File: src/design/mcfd_pkg.sv
package mcfd_pkg;

    // Field widths
    localparam int ACTION_W   = 1;
    localparam int BYTE_W     = 8;
    localparam int CHAN_OUT_W = 3;
    localparam int DUTY_W     = 14;
    localparam int TIMEOUT_W  = 16;
    localparam int CFG_IDX_W  = 8;
    localparam int CFG_DATA_W = 16;

    // Configuration register indexes
    localparam logic [CFG_IDX_W-1:0] CFG_IDX_HEADER  = 8'd0;
    localparam logic [CFG_IDX_W-1:0] CFG_IDX_TIMEOUT = 8'd1;

    // Configuration reset values
    localparam logic [BYTE_W-1:0]    HEADER_RESET  = 8'd115;
    localparam logic [TIMEOUT_W-1:0] TIMEOUT_RESET = 16'd200;

    // Input action codes
    localparam logic ACT_BYTE = 1'b0;
    localparam logic ACT_TICK = 1'b1;

    // Result cause codes
    localparam logic CAUSE_FRAME    = 1'b0;
    localparam logic CAUSE_FAILSAFE = 1'b1;

    // Code mapping bounds
    localparam logic [BYTE_W-1:0] CODE_MIN  = 8'd50;
    localparam logic [BYTE_W-1:0] CODE_MAX  = 8'd251;
    localparam logic [BYTE_W-1:0] CODE_FWD  = 8'd151;
    localparam logic [BYTE_W-1:0] CODE_REV  = 8'd50;
    localparam logic [DUTY_W-1:0] DUTY_STEP = 14'd100;

    // Controller to datapath commands
    typedef struct packed {
        logic accept;  // consume the input request
        logic start;   // open a run of channel results
        logic emit;    // load the next channel result
    } t_dp_cmd;

    // Datapath to controller status
    typedef struct packed {
        logic run_req;    // current input request opens a run
        logic chan_last;  // channel counter is at the final channel
    } t_dp_status;

endpackage

File: src/design/mcfd_ctrl.sv
module mcfd_ctrl import mcfd_pkg::*; (
    input  logic       i_clk,
    input  logic       i_rst_n,
    input  logic       i_in_valid,
    output logic       o_in_ready,
    input  logic       i_out_ready,
    output logic       o_out_valid,
    input  t_dp_status i_status,
    output t_dp_cmd    o_cmd
);

    typedef enum logic [1:0] {
        S_IDLE = 2'b01,
        S_EMIT = 2'b10
    } t_state;

    t_state r_state, n_state;
    logic   r_out_valid, n_out_valid;
    logic   w_accept;
    logic   w_out_free;

    assign o_in_ready  = (r_state == S_IDLE);
    assign o_out_valid = r_out_valid;
    assign w_accept    = i_in_valid && o_in_ready;
    assign w_out_free  = !r_out_valid || i_out_ready;

    // Next state and commands
    always_comb begin
        n_state     = r_state;
        n_out_valid = r_out_valid && !i_out_ready;
        o_cmd       = '0;
        o_cmd.accept = w_accept;
        case (r_state)
            S_IDLE: begin
                if (w_accept && i_status.run_req) begin
                    o_cmd.start = 1'b1;
                    n_state     = S_EMIT;
                end
            end
            S_EMIT: begin
                if (w_out_free) begin
                    o_cmd.emit  = 1'b1;
                    n_out_valid = 1'b1;
                    if (i_status.chan_last) begin
                        n_state = S_IDLE;
                    end
                end
            end
            default: begin
                n_state = S_IDLE;
            end
        endcase
    end

    always_ff @(posedge i_clk) begin
        if (!i_rst_n) begin
            r_state     <= S_IDLE;
            r_out_valid <= 1'b0;
        end else begin
            r_state     <= n_state;
            r_out_valid <= n_out_valid;
        end
    end

endmodule

File: config.mk
export PLATFORM = sky130hd
export DESIGN_NAME = mcfd_ctrl
export DESIGN_NICKNAME = d
export VERILOG_FILES = /design/src/design/mcfd_pkg.sv /design/src/design/mcfd_ctrl.sv
export SDC_FILE = /design/constraint.sdc
export NUM_CORES = 1
export LEC_CHECK = 0
export BUFFER_PORTS_ARGS = -buffer_cell sky130_fd_sc_hd__buf_4
export CORE_AREA = 2 2 39 41
export DETAILED_ROUTE_END_ITERATION = 10
export DIE_AREA = 0 0 41 43
export GPL_TIMING_DRIVEN = 1
export PLACE_DENSITY_LB_ADDON = 0.12
export SYNTH_ARGS = -nofsm -noshare
export SYNTH_HDL_FRONTEND = slang
export SYNTH_SLANG_ARGS = --single-unit
File: constraint.sdc
create_clock -name i_clk -period 2.4 [get_ports i_clk]
set_input_delay 0.72 -clock i_clk [delete_from_list [all_inputs] [get_ports i_clk]]
set_output_delay 0.72 -clock i_clk [all_outputs]
set_load 0.01 [all_outputs]
==> results.py, run 1 <==
metrics = {
    "outcome": {
        "status": "finished, final reports clean",
    },
    "clock_network": {
        "cts_sinks": 3,
        "hold_buffers": 0,
        "clk_path_buf_depth": 2,
        "cts_max_level": 1,
        "clk_pin_slew_ns": 0.03,
        "cts_setup_buffers": 0,
        "clock_latency_ns": 0.23,
        "numCtsBuffers": 3,
        "cts_tree": "built",
        "clockRootBuffer": "clkbuf_4",
        "cts_resized": 0,
    },
    "layout": {
        "syn2layout_area_growth_pct": 79.8,
        "layout-drive-gt1-share": 0.556,
        "postLayoutCoreUtil": 0.185,
        "fillCellCount": 158,
        "layout_common_cells": "buf_4 (10), clkbuf_4 (3), dfxtp_1 (3), nand2b_1 (2)",
        "final_net_count": 34,
        "n_antenna_cell": 0,
        "stdcell_area_sq_um": 256,
        "mostFrequentLayoutCell": "buf_4",
    },
    "flow_run": {
        "drv_cap": 0,
    },
    "power_and_ir_drop": {
        "p_switching_mw": 0.0348,
        "pwr-share-seq": 0.323,
        "swShare": 0.212,
        "p_per_area_mw_per_mm2": 638,
        "ir_drop_mv": 0.375,
        "combPwrFrac": 0.138,
        "internal_power_mw": 0.129,
        "p_clk_frac": 0.539,
        "p_leak_nw": 0.119,
    },
    "floorplanning": {
        "die_w_um": 41,
        "fp-row-count": 14,
        "design.die.area_sq_mm": 0.00176,
        "io_pins": 11,
        "die_h_um": 43,
        "start_util": 0.103,
        "fp.coreArea_sq_mm": 0.00138,
    },
    "timing": {
        "finalMaxSlewViolations": 0,
        "worst_slack_ns": 0.423,
        "worst_pin_slew_ns": 0.187,
        "relSlewSlack": 0.875,
        "period_minus_slack_ns": 1.98,
        "final-hold-violation-count": 0,
        "setup_tns_ns": 0,
        "skew_ns": 0.00125,
        "timing.final.crit_share": 0.824,
        "setup_viol": 0,
        "fmax_mhz": 506,
        "rsz0062_at_grt": "false",
    },
    "placement": {
        "placed_area_sq_um": 230,
        "dp_hpwl_um": 289,
        "place_ws_ns": 0.428,
        "routabilityCongestion": 0.614,
        "portBuffers": 10,
    },
    "synthesis": {
        "synth_cell_types": 11,
        "ys_seq_elements": 3,
        "synth.yosys.warnings": 0,
        "netlist_instances": 14,
        "syn_avg_cell_area_sq_um": 10.2,
        "ys_seq_area_frac": 0.421,
        "syn_nets": 20,
        "synth.cell_area_sq_um": 143,
    },
    "detailed_routing": {
        "wire_per_inst_um": 8.16,
        "vias": 144,
        "wl_um": 351,
        "drt_iter0_drc": 0,
        "ant_nets": 0,
        "avgViaCountPerCell": 3.35,
        "dr.pass1.iters": 1,
        "drc": 0,
    },
    "worst_setup_path": {
        "crit_path_start_kind": "primary input",
        "crit_fanout": 3,
        "path_class": "primary input to primary output",
        "arrival_ns": 1.26,
        "cp-end-kind": "primary output",
        "required_ns": 1.68,
    },
    "global_routing": {
        "grt_pass1_vias": 155,
        "track_usage": 0.0582,
        "grt_overflow": 0,
        "grt_max_degree": 4,
        "grt_pass1_wl_um": 572,
        "antenna_found_initial": 0,
    },
    "worst_hold_path": {
        "hold_class": "register to register",
    },
}
==> per-stage QoR <==
step | hold WS, ns | power, mW | cells
global placement | 0.496 | 0.0762 | 39
global route | 0.562 | 0.176 | 43
CTS | 0.521 | 0.169 | 43
detailed placement | 0.514 | 0.0765 | 39
finish | 0.520 | 0.164 | 43
floorplan | 0.527 | 0.0648 | 14
==> state kept, by name, indices dropped and copies added, names as in the netlist <==
| name | cells |
|---|---|
| r_state | 2 |
| o_out_valid | 1 |
==> path summary, 6_finish.rpt <==
check,start,to,slack [ns],depth (start not counted)
setup / recovery,i_out_ready,o_cmd[0],0.42,4
hold reg to reg,o_out_valid,o_out_valid,0.52,2
hold / removal,o_out_valid,o_out_valid,0.52,2
setup reg to reg,r_state[1],r_state[1],1.52,3
==> worst max-delay path: stages <==
cell and delay, ns:
buf_4 0.11, nand2b_1 0.16, nor2b_1 0.14, buf_4 0.14
==> cell type report <==
class / count / area [sq um] / area share
Clock buffer: 4 / 26.3 / 0.102
Sequential cell: 3 / 60.1 / 0.234
Timing Repair Buffer: 10 / 75.1 / 0.293
Tap cell: 16 / 20.0 / 0.0780
Multi-Input combinational cell: 10 / 75.1 / 0.293
==> synth_stat cells <==
master	number	area [sq um]
a21oi_1	1	5.00
buf_4	1	7.51
nor2b_1	1	6.26
dfxtp_1	3	60.1
nand2b_1	2	12.5
a21boi_1	1	7.51
o21a_1	1	7.51
and2_1	1	6.26
o21ai_1	1	5.00
nor2b_4	1	13.8
and3_4	1	11.3
==> power by group through the flow <==
stage                     Clock, mW  Sequential (mW)  Combinational (mW)
after CTS                    0.0932           0.0528              0.0230
after floorplan                   0           0.0535              0.0112
after global placement            0           0.0536              0.0225
final                        0.0883           0.0528              0.0226
after detailed placement          0           0.0536              0.0229
after global routing         0.0988           0.0530              0.0242
==> cells by family after synthesis <==
| family | Yosys count | synth area share |
|---|---|---|
| buf+inv | 1 | 0.0527 |
| simple gates | 6 | 0.351 |
| flops | 3 | 0.421 |
| compound gates | 4 | 0.175 |
==> per-layer routing <==
layer,vias to the layer above,track usage,part of all wire
met1,61,0.0353,0.32
met4,0,0.0400,0
met5,-,0,0
li1,75,-,-
met2,8,0.0813,0.54
met3,0,0.0785,0.14
No activity file was read; power rests on OpenSTA's default activity.
==> inputs of run 2 (changes only) <==
Clock period 2.4 ns to 1.62 ns, I/O delays scaled along.
==> run 2 against run 1 <==
  * Wire length fell by 6.6%
  * Critical path type unchanged
  * Sequential share of layout area did not move
  * Global-route usage fell by 0.81 points
  * Highest routed layer unchanged
  * Clock-buffer cell count did not move
  * Utilization did not move
==> results.py, run 2 (synthesis results as in run 1) <==
metrics = {
    "outcome": {
        "status": "finished, final reports clean",
    },
    "layout": {
        "largest_register": "r_state",
        "fillCellCount": 157,
        "largest_reg_flops": 2,
        "final_net_count": 34,
        "layout-drive-gt1-share": 0.556,
        "n_antenna_cell": 0,
        "mostFrequentLayoutCell": "buf_4",
        "layout_common_cells": "buf_4 (10), clkbuf_4 (3), dfxtp_1 (3), nand2b_1 (2)",
        "syn2layout_area_growth_pct": 79.8,
    },
    "timing": {
        "period_minus_slack_ns": 1.50,
        "setup_tns_ns": 0,
        "finalMaxSlewViolations": 0,
        "relSlewSlack": 0.876,
        "fmax_mhz": 666,
        "final-hold-violation-count": 0,
        "timing.final.crit_share": 0.927,
        "skew_ns": 0.000880,
        "setup_viol": 0,
        "worst_pin_slew_ns": 0.186,
        "rsz0062_at_grt": "false",
    },
    "floorplanning": {
        "fp-row-count": 14,
        "design.die.area_sq_mm": 0.00176,
        "fp.coreArea_sq_mm": 0.00138,
        "io_pins": 11,
        "die_w_um": 41,
        "start_util": 0.103,
        "die_h_um": 43,
    },
    "clock_network": {
        "cts_setup_buffers": 0,
        "cts_sinks": 3,
        "clk_pin_slew_ns": 0.03,
        "clk_path_buf_depth": 2,
        "clock_latency_ns": 0.23,
        "clockRootBuffer": "clkbuf_4",
        "cts_tree": "built",
        "hold_buffers": 0,
        "numCtsBuffers": 3,
        "cts_resized": 0,
        "cts_max_level": 1,
    },
    "worst_setup_path": {
        "cpMostUsedCell": "buf_4",
        "crit_chain": "buf_4 > nand2b_1 > nor2b_1 > buf_4",
        "arrival_ns": 1.02,
        "reg2reg_depth": 3,
        "path_class": "primary input to primary output",
        "cpMaxStageDelayCell": "nand2b_1",
        "required_ns": 1.13,
        "crit_path_start_kind": "primary input",
        "cpPeakStageDelay_ns": 0.15,
        "crit_fanout": 3,
        "cp-end-kind": "primary output",
    },
    "power_and_ir_drop": {
        "p_leak_nw": 0.119,
        "p_per_area_mw_per_mm2": 938,
        "total_power_mw": 0.240,
        "ir_drop_mv": 0.473,
    },
    "placement": {
        "dp_hpwl_um": 275,
        "routabilityCongestion": 0.590,
        "portBuffers": 10,
    },
    "detailed_routing": {
        "wl_met1_um": 107,
        "vias": 138,
        "highest_layer": "met3",
        "dr.pass1.iters": 4,
        "met2_length_um": 181,
        "wl_met3_um": 39,
        "avgViaCountPerCell": 3.21,
        "drc": 0,
        "ant_nets": 0,
        "drt_iter0_drc": 1,
        "wl_um": 328,
        "wire_per_inst_um": 7.63,
    },
    "global_routing": {
        "track_usage": 0.0501,
        "grt_pass1_wl_um": 496,
        "antenna_found_initial": 0,
        "grt_max_degree": 4,
        "grt_pass1_vias": 148,
        "grt_overflow": 0,
    },
    "worst_hold_path": {
        "hold_class": "primary input to register",
        "hold_depth": 2,
    },
    "flow_run": {
        "drv_cap": 0,
    },
}
==> run 2: cell counts in the layout (fill, tap and decap cells not counted) <==
Identical to the previous run, type by type.
==> run 2: metrics by stage <==
stage / util / cell area, sq um / worst slack, ns / hold WS [ns] / std cells
after floorplan: - / 143 / 0.323 / 0.527 / 14
after global placement: 0.166 / 230 / 0.121 / 0.497 / 39
after detailed placement: 0.166 / 230 / 0.119 / 0.512 / 39
after CTS: 0.185 / 256 / 0.102 / 0.442 / 43
after global routing: 0.185 / 256 / 0.0718 / 0.476 / 43
final: 0.185 / 256 / 0.118 / 0.452 / 43
==> run 2: routing by layer <==
metal	global-route usage	vias up
li1	-	71
met4	0.0400	0
met2	0.0719	9
met3	0.0628	0
met5	0	-
met1	0.0287	58
==> run 2: layout make-up <==
| class | count | area, sq um | area share |
|---|---|---|---|
| multi-input cells | 10 | 75.1 | 0.293 |
| repair buffers | 10 | 75.1 | 0.293 |
| flip-flops and latches | 3 | 60.1 | 0.234 |
| clock buffers | 4 | 26.3 | 0.102 |
| well taps | 16 | 20.0 | 0.0780 |
==> run 2: final timing paths <==
check / from / to / slack (ns)
worst max-delay path: i_out_ready / o_cmd[0] / 0.12
worst min-delay path: i_rst_n / r_state[0] / 0.45
worst max register to register: r_state[0] / r_state[1] / 0.73
worst min register to register: o_out_valid / o_out_valid / 0.51
==> run 2: worst max-delay path: cells and delay by family <==
kind / cells / cell delay, ns
AND/OR/NAND/NOR: 2 / 0.28
buffers and inverters: 2 / 0.25
==> run 2: power by group <==
part | internal (mW) | switching, mW | leakage (nW)
clock network | 0.0922 | 0.0365 | 0.0150
registers | 0.0768 | 0.00169 | 0.0245
logic | 0.0221 | 0.0113 | 0.0799
total | 0.191 | 0.0495 | 0.119
