==> src/design/mcfd_pkg.sv <==
package mcfd_pkg;

    // Field widths
    localparam int ACTION_W   = 1;
    localparam int BYTE_W     = 8;
    localparam int CHAN_OUT_W = 3;
    localparam int DUTY_W     = 14;
    localparam int TIMEOUT_W  = 16;
    localparam int CFG_IDX_W  = 8;
    localparam int CFG_DATA_W = 16;

    // Configuration register indexes
    localparam logic [CFG_IDX_W-1:0] CFG_IDX_HEADER  = 8'd0;
    localparam logic [CFG_IDX_W-1:0] CFG_IDX_TIMEOUT = 8'd1;

    // Configuration reset values
    localparam logic [BYTE_W-1:0]    HEADER_RESET  = 8'd115;
    localparam logic [TIMEOUT_W-1:0] TIMEOUT_RESET = 16'd200;

    // Input action codes
    localparam logic ACT_BYTE = 1'b0;
    localparam logic ACT_TICK = 1'b1;

    // Result cause codes
    localparam logic CAUSE_FRAME    = 1'b0;
    localparam logic CAUSE_FAILSAFE = 1'b1;

    // Code mapping bounds
    localparam logic [BYTE_W-1:0] CODE_MIN  = 8'd50;
    localparam logic [BYTE_W-1:0] CODE_MAX  = 8'd251;
    localparam logic [BYTE_W-1:0] CODE_FWD  = 8'd151;
    localparam logic [BYTE_W-1:0] CODE_REV  = 8'd50;
    localparam logic [DUTY_W-1:0] DUTY_STEP = 14'd100;

    // Controller to datapath commands
    typedef struct packed {
        logic accept;  // consume the input request
        logic start;   // open a run of channel results
        logic emit;    // load the next channel result
    } t_dp_cmd;

    // Datapath to controller status
    typedef struct packed {
        logic run_req;    // current input request opens a run
        logic chan_last;  // channel counter is at the final channel
    } t_dp_status;

endpackage

==> src/design/mcfd_datapath.sv <==
module mcfd_datapath import mcfd_pkg::*; #(
    parameter int CHANNELS    = 6,
    parameter int FRAME_BYTES = 7
) (
    input  logic                  i_clk,
    input  logic                  i_rst_n,
    input  t_dp_cmd               i_cmd,
    output t_dp_status            o_status,
    input  logic [ACTION_W-1:0]   i_action,
    input  logic [BYTE_W-1:0]     i_byte_value,
    input  logic                  i_cfg_valid,
    input  logic [CFG_IDX_W-1:0]  i_cfg_index,
    input  logic [CFG_DATA_W-1:0] i_cfg_data,
    output logic [CHAN_OUT_W-1:0] o_channel,
    output logic [DUTY_W-1:0]     o_duty,
    output logic                  o_direction,
    output logic                  o_cause,
    output logic                  o_last
);

    localparam int CODES = FRAME_BYTES - 1;
    localparam int BR_W  = $clog2(FRAME_BYTES);
    localparam int CH_W  = (CHANNELS > 1) ? $clog2(CHANNELS) : 1;
    localparam logic [BR_W-1:0] BR_LAST  = BR_W'(FRAME_BYTES - 1);
    localparam logic [CH_W-1:0] CH_LAST  = CH_W'(CHANNELS - 1);

    // Configuration registers
    logic [BYTE_W-1:0]    r_header_byte;
    logic [TIMEOUT_W-1:0] r_timeout_ticks;

    // Frame gathering
    logic [BR_W-1:0]   r_br;
    logic [BYTE_W-1:0] r_frame_header;
    logic [BYTE_W-1:0] r_frame_codes [CODES];

    // Channel stores
    logic [DUTY_W-1:0] r_duty_store [CHANNELS];
    logic              r_dir_store  [CHANNELS];

    // Failsafe countdown
    logic                 r_wd_armed;
    logic [TIMEOUT_W-1:0] r_wd_left;
    logic [TIMEOUT_W-1:0] w_left_dec;

    // Run control
    logic [CH_W-1:0] r_chan;
    logic            r_cause;
    logic            r_apply;

    // Output register
    logic [CHAN_OUT_W-1:0] r_out_channel;
    logic [DUTY_W-1:0]     r_out_duty;
    logic                  r_out_dir;
    logic                  r_out_cause;
    logic                  r_out_last;

    logic [BYTE_W-1:0] w_chan_code [CHANNELS];
    logic [BYTE_W-1:0] w_code;
    logic [BYTE_W-1:0] w_off;
    logic [DUTY_W-1:0] w_dec_duty;
    logic              w_dec_dir;
    logic              w_in_range;
    logic [7:0]        w_chan_ext;

    assign w_left_dec = (r_wd_left != '0) ? r_wd_left - 1'b1 : r_wd_left;

    // Status to controller
    assign o_status.run_req   = (i_action == ACT_BYTE) ? (r_br == BR_LAST)
                                                       : (r_wd_armed && w_left_dec == '0);
    assign o_status.chan_last = (r_chan == CH_LAST);

    // Code for each channel; channels past the frame read as code zero
    for (genvar g = 0; g < CHANNELS; g++) begin : g_chan_code
        if (g < CODES) begin : g_byte
            assign w_chan_code[g] = r_frame_codes[g];
        end else begin : g_none
            assign w_chan_code[g] = '0;
        end
    end

    assign w_code = w_chan_code[r_chan];

    // Code to duty and direction
    always_comb begin
        w_in_range = (w_code >= CODE_MIN) && (w_code <= CODE_MAX);
        w_dec_dir  = w_in_range && (w_code >= CODE_FWD);
        w_off      = w_dec_dir ? (w_code - CODE_FWD) : (w_code - CODE_REV);
        w_dec_duty = w_in_range ? (DUTY_W'(w_off) * DUTY_STEP) : '0;
    end

    assign w_chan_ext = {{(8 - CH_W){1'b0}}, r_chan};

    // Configuration writes; unknown indexes are dropped
    always_ff @(posedge i_clk) begin
        if (!i_rst_n) begin
            r_header_byte   <= HEADER_RESET;
            r_timeout_ticks <= TIMEOUT_RESET;
        end else if (i_cfg_valid) begin
            if (i_cfg_index == CFG_IDX_HEADER) begin
                r_header_byte <= i_cfg_data[BYTE_W-1:0];
            end else if (i_cfg_index == CFG_IDX_TIMEOUT) begin
                r_timeout_ticks <= i_cfg_data[TIMEOUT_W-1:0];
            end
        end
    end

    // Byte capture, no reset on payload
    always_ff @(posedge i_clk) begin
        if (i_cmd.accept && i_action == ACT_BYTE) begin
            if (r_br == '0) begin
                r_frame_header <= i_byte_value;
            end
            for (int i = 0; i < CODES; i++) begin
                if (r_br == BR_W'(i + 1)) begin
                    r_frame_codes[i] <= i_byte_value;
                end
            end
        end
    end

    // Byte count and failsafe countdown
    always_ff @(posedge i_clk) begin
        if (!i_rst_n) begin
            r_br       <= '0;
            r_wd_armed <= 1'b0;
            r_wd_left  <= '0;
        end else if (i_cmd.accept) begin
            if (i_action == ACT_BYTE) begin
                if (r_br == BR_LAST) begin
                    r_br       <= '0;
                    r_wd_armed <= 1'b1;
                    r_wd_left  <= (r_timeout_ticks == '0) ? TIMEOUT_W'(1) : r_timeout_ticks;
                end else begin
                    r_br <= r_br + 1'b1;
                end
            end else if (r_wd_armed) begin
                r_wd_left <= w_left_dec;
                if (w_left_dec == '0) begin
                    r_wd_armed <= 1'b0;
                end
            end
        end
    end

    // Run setup
    always_ff @(posedge i_clk) begin
        if (i_cmd.start) begin
            r_cause <= (i_action == ACT_TICK) ? CAUSE_FAILSAFE : CAUSE_FRAME;
            r_apply <= (r_frame_header == r_header_byte);
        end
    end

    // Channel counter
    always_ff @(posedge i_clk) begin
        if (!i_rst_n) begin
            r_chan <= '0;
        end else if (i_cmd.start) begin
            r_chan <= '0;
        end else if (i_cmd.emit) begin
            r_chan <= (r_chan == CH_LAST) ? '0 : r_chan + 1'b1;
        end
    end

    // Stored duty and direction, updated by an applied frame
    always_ff @(posedge i_clk) begin
        if (!i_rst_n) begin
            for (int i = 0; i < CHANNELS; i++) begin
                r_duty_store[i] <= '0;
                r_dir_store[i]  <= 1'b0;
            end
        end else if (i_cmd.emit && r_cause == CAUSE_FRAME && r_apply) begin
            for (int i = 0; i < CHANNELS; i++) begin
                if (r_chan == CH_W'(i)) begin
                    r_duty_store[i] <= w_dec_duty;
                    r_dir_store[i]  <= w_dec_dir;
                end
            end
        end
    end

    // Result register
    always_ff @(posedge i_clk) begin
        if (i_cmd.emit) begin
            r_out_channel <= w_chan_ext[CHAN_OUT_W-1:0];
            r_out_cause   <= r_cause;
            r_out_last    <= (r_chan == CH_LAST);
            if (r_cause == CAUSE_FAILSAFE) begin
                r_out_duty <= '0;
                r_out_dir  <= 1'b0;
            end else if (r_apply) begin
                r_out_duty <= w_dec_duty;
                r_out_dir  <= w_dec_dir;
            end else begin
                r_out_duty <= r_duty_store[r_chan];
                r_out_dir  <= r_dir_store[r_chan];
            end
        end
    end

    assign o_channel   = r_out_channel;
    assign o_duty      = r_out_duty;
    assign o_direction = r_out_dir;
    assign o_cause     = r_out_cause;
    assign o_last      = r_out_last;

endmodule

==> config.mk <==
export PLATFORM = sky130hd
export DESIGN_NAME = mcfd_datapath
export DESIGN_NICKNAME = d
export VERILOG_FILES = /design/src/design/mcfd_pkg.sv /design/src/design/mcfd_datapath.sv
export SDC_FILE = /design/constraint.sdc
export NUM_CORES = 1
export LEC_CHECK = 0
export ABC_AREA = 1
export BUFFER_PORTS_ARGS = -buffer_cell sky130_fd_sc_hd__buf_2
export CORE_MARGIN = 2
export CORE_UTILIZATION = 33
export CTS_BUF_LIST = sky130_fd_sc_hd__clkbuf_8
export CTS_CLUSTER_DIAMETER = 40
export DETAILED_ROUTE_END_ITERATION = 16
export PLACE_DENSITY = 0.57
export SYNTH_ARGS = -nofsm -noshare
export SYNTH_HDL_FRONTEND = slang
export SYNTH_SLANG_ARGS = --single-unit
==> constraint.sdc <==
create_clock -name i_clk -period 6.8 [get_ports i_clk]
set_input_delay 0.68 -clock i_clk [delete_from_list [all_inputs] [get_ports i_clk]]
set_output_delay 0.68 -clock i_clk [all_outputs]
set_load 0.05 [all_outputs]
==> metrics.cfg, run 1 <==
[timing]
setup_tns_ns = 0
skew_ns = 0.0301
post-route-period-util_pct = 80.2
fmax_mhz = 183
setup_viol = 0
period_needed_ns = 5.46
tightest_slew_ns = 1.14
final_max_slew_viol_count = 0
whs_ns = 0.378
hold_viol = 0
rsz0062_at_grt = false
slew_headroom_pct = 24.3

[worst_setup_path]
critPathMaxStageDelay_ns = 0.63
r2r_setup_slack_ns = 1.34
cp_common_cell = nand2_1
critPathSlowestCell = dfxtp_1
critPathBufInv = 5
crit_required_ns = 7.03
critical_path_class = reg -> reg
critPathCaptureType = register
worstPathMaxFanout = 17
crit_family = adder cells
crit_arrival_ns = 5.69
critPathLaunchType = register

[global_routing]
grt_pass1_vias = 7735
grt_pass1_wl_mm = 40.8
antenna_found_initial = 0
grt_max_degree = 41
grt_use_total_pct = 15.5
grt-ovfl-total = 0

[clocking]
clock_latency_ns = 0.53
cts_resized = 0
cts_buffers = 38
cts_buffer_depth = 3
cts-root-buf = clkbuf_8
htree_levels = 2
cts_hold_buf = 0
cts_sinks = 204
cts_tree = done
cts_setup_buffers = 0
clk_pin_slew_ns = 0.06

[routing]
wl_per_cell_um = 15.5
routed_wl_mm = 24.9
wl_met2_mm = 11.4
wl_met3_mm = 1.08
first_iter_violations = 586
wl_met1_mm = 11.7
drtPass1Iterations = 6
routed.top_layer = met4
via_count = 7748
drc = 0
via_per_inst = 4.83
ant_nets = 0

[synthesis]
synth_area_leaders = edfxtp_1, dfxtp_1, nand2_1
syn-cell-area_um2 = 10300
synth_edf_count = 149
ys_seq_area_share_pct = 54.3
netlist.area_leader.share_pct = 43.5
synthesis.instances = 1123
yosysUniqueCellTypes = 47
ys_ff_latch = 204
syn_area_per_cell_um2 = 9.15
yosysWarningCount = 0
synthFlopType = edfxtp_1
synthArstFlopShare_pct = 0
post-synth-top-area-cell = edfxtp_1

[final_layout]
final_area_um2 = 11600
syn2layout_area_growth_pct = 12.7
antenna_cells = 0
finish.net_count = 1254
drive_gt1_share_pct = 14.0

[place]
port_buffers = 58
gp_congestion = 0.852
dpl.hpwl_mm = 16.6
place_area_um2 = 10900

[floorplanning]
dieArea_um2 = 32600
std_cell_rows = 64
die_h_um = 180
core_um2 = 30600
start_util_pct = 33.6
die_x_um = 180
ios = 61

[power_and_ir_drop]
p_leak_nw = 4.84
powerDensity_nw_per_um2 = 301
peakVddDrop_uv = 185

[flow_run]
cap_violations = 0

[run_status]
status = finished clean

[hold_path]
hp-class = in -> reg

## cell type report
type                    count  area [um2]
fillers                  3116       19000
flip-flops and latches    204        5580
multi-input cells         783        4170
clock buffers              39         537
well taps                 396         495
inverters                  88         343
repair buffers             63         328
clock inverters            30         138
## metrics by stage
stage	utilization (%)	instances	total power [mW]	setup slack, ns
global placement	35.7	1534	2.46	1.54
global route	37.9	1603	3.72	0.794
floorplan	-	1124	2.22	2.10
CTS	37.9	1603	3.52	1.33
detailed placement	35.7	1534	2.47	1.39
finish	37.9	1603	3.48	1.34
## cells in the mapped netlist, types with 4 or more instances
library cell and count:
nand3_4 7, xnor2_1 11, a221oi_1 9, o22ai_1 5, nand2_1 222, a21oi_2 10, nand4_1 6, inv_1 80
nor3_1 5, nor2_2 4, o21ai_0 85, nor4_1 6, o32ai_1 12, dfxtp_1 55, edfxtp_1 149, nand2_4 6
ha_1 34, buf_4 6, nand2_2 13, inv_2 5, nand3_1 52, nor2_1 206, a21oi_1 46, clkbuf_1 36
xor2_1 12
## logic make-up (layout without fill, tap and decap cells)
group	after synthesis	after routing	synth area share, %
flip-flops	204	204	54.3
XOR/XNOR	23	23	1.96
multiplexers	1	1	0.0974
buffers and inverters	137	220	5.60
other	1	2	0.0365
adder cells (fa/ha/maj)	37	37	4.72
AND/OR/NAND/NOR	538	538	23.0
AO/OA/AOI/OAI	182	182	10.4
## where the power goes
part	internal [mW]	switching (mW)	total (mW)
logic	0.339	0.695	1.03
registers	1.38	0.0222	1.40
clock network	0.537	0.511	1.05
total	2.26	1.23	3.48
## layer usage
metal	vias to the layer above	track usage, %
li1	3910	-
met1	3605	20.9
met2	177	25.4
met3	56	2.81
met4	0	4.58
met5	-	0
## sequential cells by signal, summed over array words and instances, names as in the netlist, 3 cells and up, named ones only
| register | count |
|---|---|
| r_wd_left | 16 |
| o_channel | 3 |
| o_duty | 12 |
| r_header_byte | 8 |
| r_timeout_ticks | 16 |
| r_duty_store | 72 |
| r_dir_store | 6 |
| r_frame_codes | 48 |
| r_br | 3 |
| r_chan | 3 |
| r_frame_header | 8 |
## path summary, 6_finish.rpt
check,start,endpoint,depth (start not counted)
hold reg to reg,r_cause,o_cause,0
setup reg to reg,r_chan[1],o_duty[11],29
setup / recovery,r_chan[1],o_duty[11],29
hold / removal,i_cfg_data[6],r_timeout_ticks[6],3
## worst min-delay path, stage by stage
cell and delay (ns):
buf_2 0.10, nand2_1 0.05, nand3_1 0.05
## cell usage in the layout (no fill, tap or decap), types with 6 or more instances in the layout
master      n
dfxtp_1    55
a21oi_1    46
nand2_4     6
nand2_1   222
nand3_1    52
clkbuf_8   39
nor4_1      6
xor2_1     12
xnor2_1    11
o21ai_0    82
ha_1       34
inv_1      97
nand2_2    13
edfxtp_1  149
o32ai_1    12
clkinv_2    6
a221oi_1    9
a21oi_2    10
nand3_4     7
nand4_1     6
nor2_1    206
buf_2      58
(Power assumes the default switching activity.)
==> inputs of run 2 (changes only) <==
--- a/config.mk
+++ b/config.mk
@@ -5,14 +5,14 @@
 export SDC_FILE = /design/constraint.sdc
 export NUM_CORES = 1
 export LEC_CHECK = 0
-export ABC_AREA = 1
+export ABC_AREA = 0
 export BUFFER_PORTS_ARGS = -buffer_cell sky130_fd_sc_hd__buf_2
 export CORE_MARGIN = 2
 export CORE_UTILIZATION = 33
 export CTS_BUF_LIST = sky130_fd_sc_hd__clkbuf_8
 export CTS_CLUSTER_DIAMETER = 40
 export DETAILED_ROUTE_END_ITERATION = 16
-export PLACE_DENSITY = 0.57
+export PLACE_DENSITY = 0.59
 export SYNTH_ARGS = -nofsm -noshare
 export SYNTH_HDL_FRONTEND = slang
 export SYNTH_SLANG_ARGS = --single-unit
==> constraint.sdc (replaced) <==
create_clock -name i_clk -period 5 [get_ports i_clk]
set_input_delay 0.5 -clock i_clk [delete_from_list [all_inputs] [get_ports i_clk]]
set_output_delay 0.5 -clock i_clk [all_outputs]
set_load 0.05 [all_outputs]
==> run 2 against run 1 <==
  * Worst setup slack worse by 1.2 ns
  * Synthesized area down 4.5%
  * Register-to-register slack worse by 1.2 ns
  * Hold slack worse by 0.18 ns
  * Synthesized cell count shrank 25%
  * Flip-flop and latch count is the same
  * Maximum frequency increased by 12%
  * Clock skew shrank 0.011 ns
  * Core utilization rose by 1.7 points
  * Critical path type unchanged
  * Critical endpoint is now o_duty[12]
  * Highest routed layer is now met5
==> metrics.cfg, run 2 <==
[run_status]
status = finished clean  ; unchanged

[final_layout]
largest-register = r_duty_store  ; unchanged
final_cell_mix = nor2_1, edfxtp_1, buf_2  ; was nand2_1, nor2_1, edfxtp_1
final_core_util_pct = 39.6  ; was 37.9%
layout_commonest_cell = nor2_1  ; was nand2_1
drive_gt1_share_pct = 23.2  ; was 14.0%
largest_reg_flops = 72  ; unchanged
top_regs = r_duty_store: 72 flops, r_frame_codes: 48 flops  ; unchanged
final_area_um2 = 11700  ; was 11600 um2
antenna_cells = 0  ; unchanged
finish.net_count = 1020  ; was 1254
stdcell_count = 1361  ; was 1603
syn2layout_area_growth_pct = 18.9  ; was 12.7%

[power_and_ir_drop]
p_int_mw = 3.02  ; was 2.26 mW
power_switching_mw = 1.30  ; was 1.23 mW
comb_power_share_pct = 23.0  ; was 29.7%
total_power_mw = 4.31  ; was 3.48 mW
clkPwrFrac_pct = 33.4  ; was 30.1%
p_seq_share_pct = 43.6  ; was 40.2%
peakVddDrop_uv = 196  ; was 185 uV
p_leak_nw = 4.48  ; was 4.84 nW
powerDensity_nw_per_um2 = 369  ; was 301 nW/um2
swShare_pct = 30.1  ; was 35.3%

[synthesis]
yosysMostFrequentCell = nor2_1  ; was nand2_1
syn-cell-area_um2 = 9820  ; was 10300 um2
synth_edf_count = 149  ; unchanged
synth_area_leaders = edfxtp_1, dfxtp_1, nor2_1  ; was edfxtp_1, dfxtp_1, nand2_1
yosysUniqueCellTypes = 72  ; was 47
synthesis.instances = 844  ; was 1123
post-synth-top-area-cell = edfxtp_1  ; unchanged
synthTopCellsByCount = nor2_1, edfxtp_1, mux2i_1, dfxtp_1, nand2_1  ; was nand2_1, nor2_1, edfxtp_1, o21ai_0, inv_1
netlist.area_leader.share_pct = 45.6  ; was 43.5%
yosysWarningCount = 0  ; unchanged
synthFlopType = edfxtp_1  ; unchanged
ys_ff_latch = 204  ; unchanged
synthArstFlopShare_pct = 0  ; unchanged
ys_seq_area_share_pct = 56.8  ; was 54.3%
syn_area_per_cell_um2 = 11.6  ; was 9.15 um2

[clocking]
htree_levels = 2  ; unchanged
cts_buffer_depth = 3  ; unchanged
cts_sinks = 204  ; unchanged
cts_buffers = 37  ; was 38
clk_pin_slew_ns = 0.06  ; about the same
cts_tree = done  ; unchanged
cts-root-buf = clkbuf_8  ; unchanged
clock_latency_ns = 0.54  ; was 0.53 ns

[global_routing]
grt_pass1_wl_mm = 36.2  ; was 40.8 mm
grt_max_degree = 37  ; was 41
grt_pass1_vias = 6674  ; was 7735
antenna_found_initial = 1  ; was 0
grt-ovfl-total = 0  ; unchanged
grt_use_total_pct = 14.8  ; was 15.5%

[place]
gp_congestion = 0.817  ; was 0.852
place_area_um2 = 10800  ; was 10900 um2
port_buffers = 58  ; unchanged
placed_cells = 1288  ; was 1534
dpl.hpwl_mm = 15.4  ; was 16.6 mm

[worst_setup_path]
critPathLaunchType = register  ; unchanged
critical_path_class = reg -> reg  ; unchanged
critPathCaptureType = register  ; unchanged
ff2ff_path_depth = 21  ; was 29
crit_arrival_ns = 5.09  ; was 5.69 ns
crit_required_ns = 5.24  ; was 7.03 ns
worstPathMaxFanout = 12  ; was 17

[timing]
skew_ns = 0.0188  ; was 0.0301 ns
slew_headroom_pct = 28.7  ; was 24.3%
rsz0062_at_grt = true  ; was false
tightest_slew_ns = 1.07  ; was 1.14 ns
period_needed_ns = 4.85  ; was 5.46 ns
setup_viol = 0  ; unchanged
final_max_slew_viol_count = 0  ; unchanged
post-route-period-util_pct = 97.0  ; was 80.2%
hold_viol = 0  ; unchanged
fmax_mhz = 206  ; was 183 MHz
whs_ns = 0.198  ; was 0.378 ns

[hold_path]
hp-class = in -> reg  ; unchanged
whs_path_depth = 3  ; unchanged

[routing]
via_count = 6775  ; was 7748
routed_wl_mm = 22.8  ; was 24.9 mm
drtPass1Iterations = 5  ; was 6
drc = 0  ; unchanged
first_iter_violations = 614  ; was 586
wl_per_cell_um = 16.8  ; was 15.5 um
ant_nets = 0  ; unchanged
via_per_inst = 4.98  ; was 4.83

[floorplanning]
start_util_pct = 33.3  ; was 33.6%
die_h_um = 176  ; was 180 um
die_x_um = 176  ; was 180 um
ios = 61  ; unchanged
core_um2 = 29500  ; was 30600 um2
std_cell_rows = 63  ; was 64
dieArea_um2 = 31100  ; was 32600 um2

[flow_run]
cap_violations = 0  ; unchanged

## run 2: changes by cell type in the layout (fill, tap and decap cells not counted), moves of 35 or more
cell	before	now
nor2_1	206	156
buf_4	5	40
mux2i_1	1	57
nand2_1	222	49
inv_1	97	45
o21ai_0	82	17
nand3_1	52	15
## run 2: per-stage QoR
stage                     worst slack [ns]  TNS (ns)
after floorplan                     -0.105    -0.183
after global placement              0.0935         0
after detailed placement            0.0341         0
after CTS                          0.00323         0
after global routing               -0.0535    -0.183
final                                0.150         0
## run 2: cell type report
| type | count | area (um2) |
|---|---|---|
| Fill cell | 2913 | 17800 |
| Sequential cell | 204 | 5580 |
| Multi-Input combinational cell | 568 | 4170 |
| Timing Repair Buffer | 101 | 642 |
| Clock buffer | 40 | 551 |
| Tap cell | 390 | 488 |
| Clock inverter | 26 | 126 |
| Inverter | 32 | 120 |
## run 2: path summary, 6_finish.rpt
check	endpoint	startpoint	slack [ns]
setup / recovery	o_duty[12]	r_chan[0]	0.15
hold / removal	r_timeout_ticks[14]	i_cfg_data[14]	0.20
setup reg to reg	o_duty[12]	r_chan[0]	0.15
hold reg to reg	r_dir_store[1]	r_dir_store[1]	0.45
## run 2: cells by family (layout without fill, tap and decap cells)
family | Yosys count | after routing | synth area share, %
AOI/OAI and AO/OA | 122 | 122 | 8.59
xor gates and xnor gates | 26 | 26 | 2.40
adders and majority gates | 37 | 37 | 4.94
buffers and inverters | 73 | 199 | 3.19
DFF | 204 | 204 | 56.8
muxes | 78 | 78 | 10.1
other | 1 | 2 | 0.0382
and+or+nand+nor | 303 | 303 | 14.0
## run 2: critical path: stages (launching register included)
cell	delay, ns
dfxtp_2	0.35
buf_12	0.14
mux4_2	0.49
and2_4	0.18
nor2_4	0.13
nor4_4	0.06
a211oi_4	0.37
mux2i_2	0.30
xnor2_2	0.16
ha_1	0.27
ha_1	0.28
inv_1	0.04
fa_1	0.49
inv_2	0.04
ha_4	0.23
a21o_1	0.19
a21oi_4	0.17
o21bai_1	0.09
a21oi_2	0.18
xor2_2	0.18
nand2b_4	0.14
a21oi_1	0.07
## run 2: what timing repair did
item,4_1_cts,5_1_grt
setup buffers,0,7
hold buffers,0,0
endpoints found under the setup margin,0,29
endpoints found under the hold margin,0,0
gates resized for setup,0,31
## run 2: power by group through the flow
stage	Sequential, mW	Clock, mW	Combinational (mW)
2_1_floorplan	1.96	0	0.563
3_3_place_gp	1.92	0	0.919
3_5_place_dp	1.92	0	0.922
4_1_cts	1.88	1.48	0.930
5_1_grt	1.89	1.57	1.09
6_report	1.88	1.44	0.992
## run 2: layer usage
| metal | GRT usage [%] | vias to the layer above | part of all wire [%] |
|---|---|---|---|
| met4 | 4.37 | 2 | 1.8 |
| met2 | 23.6 | 187 | 46 |
| li1 | - | 3284 | - |
| met1 | 20.0 | 3267 | 46 |
| met3 | 3.64 | 35 | 6.0 |
| met5 | 0 | - | 0.057 |
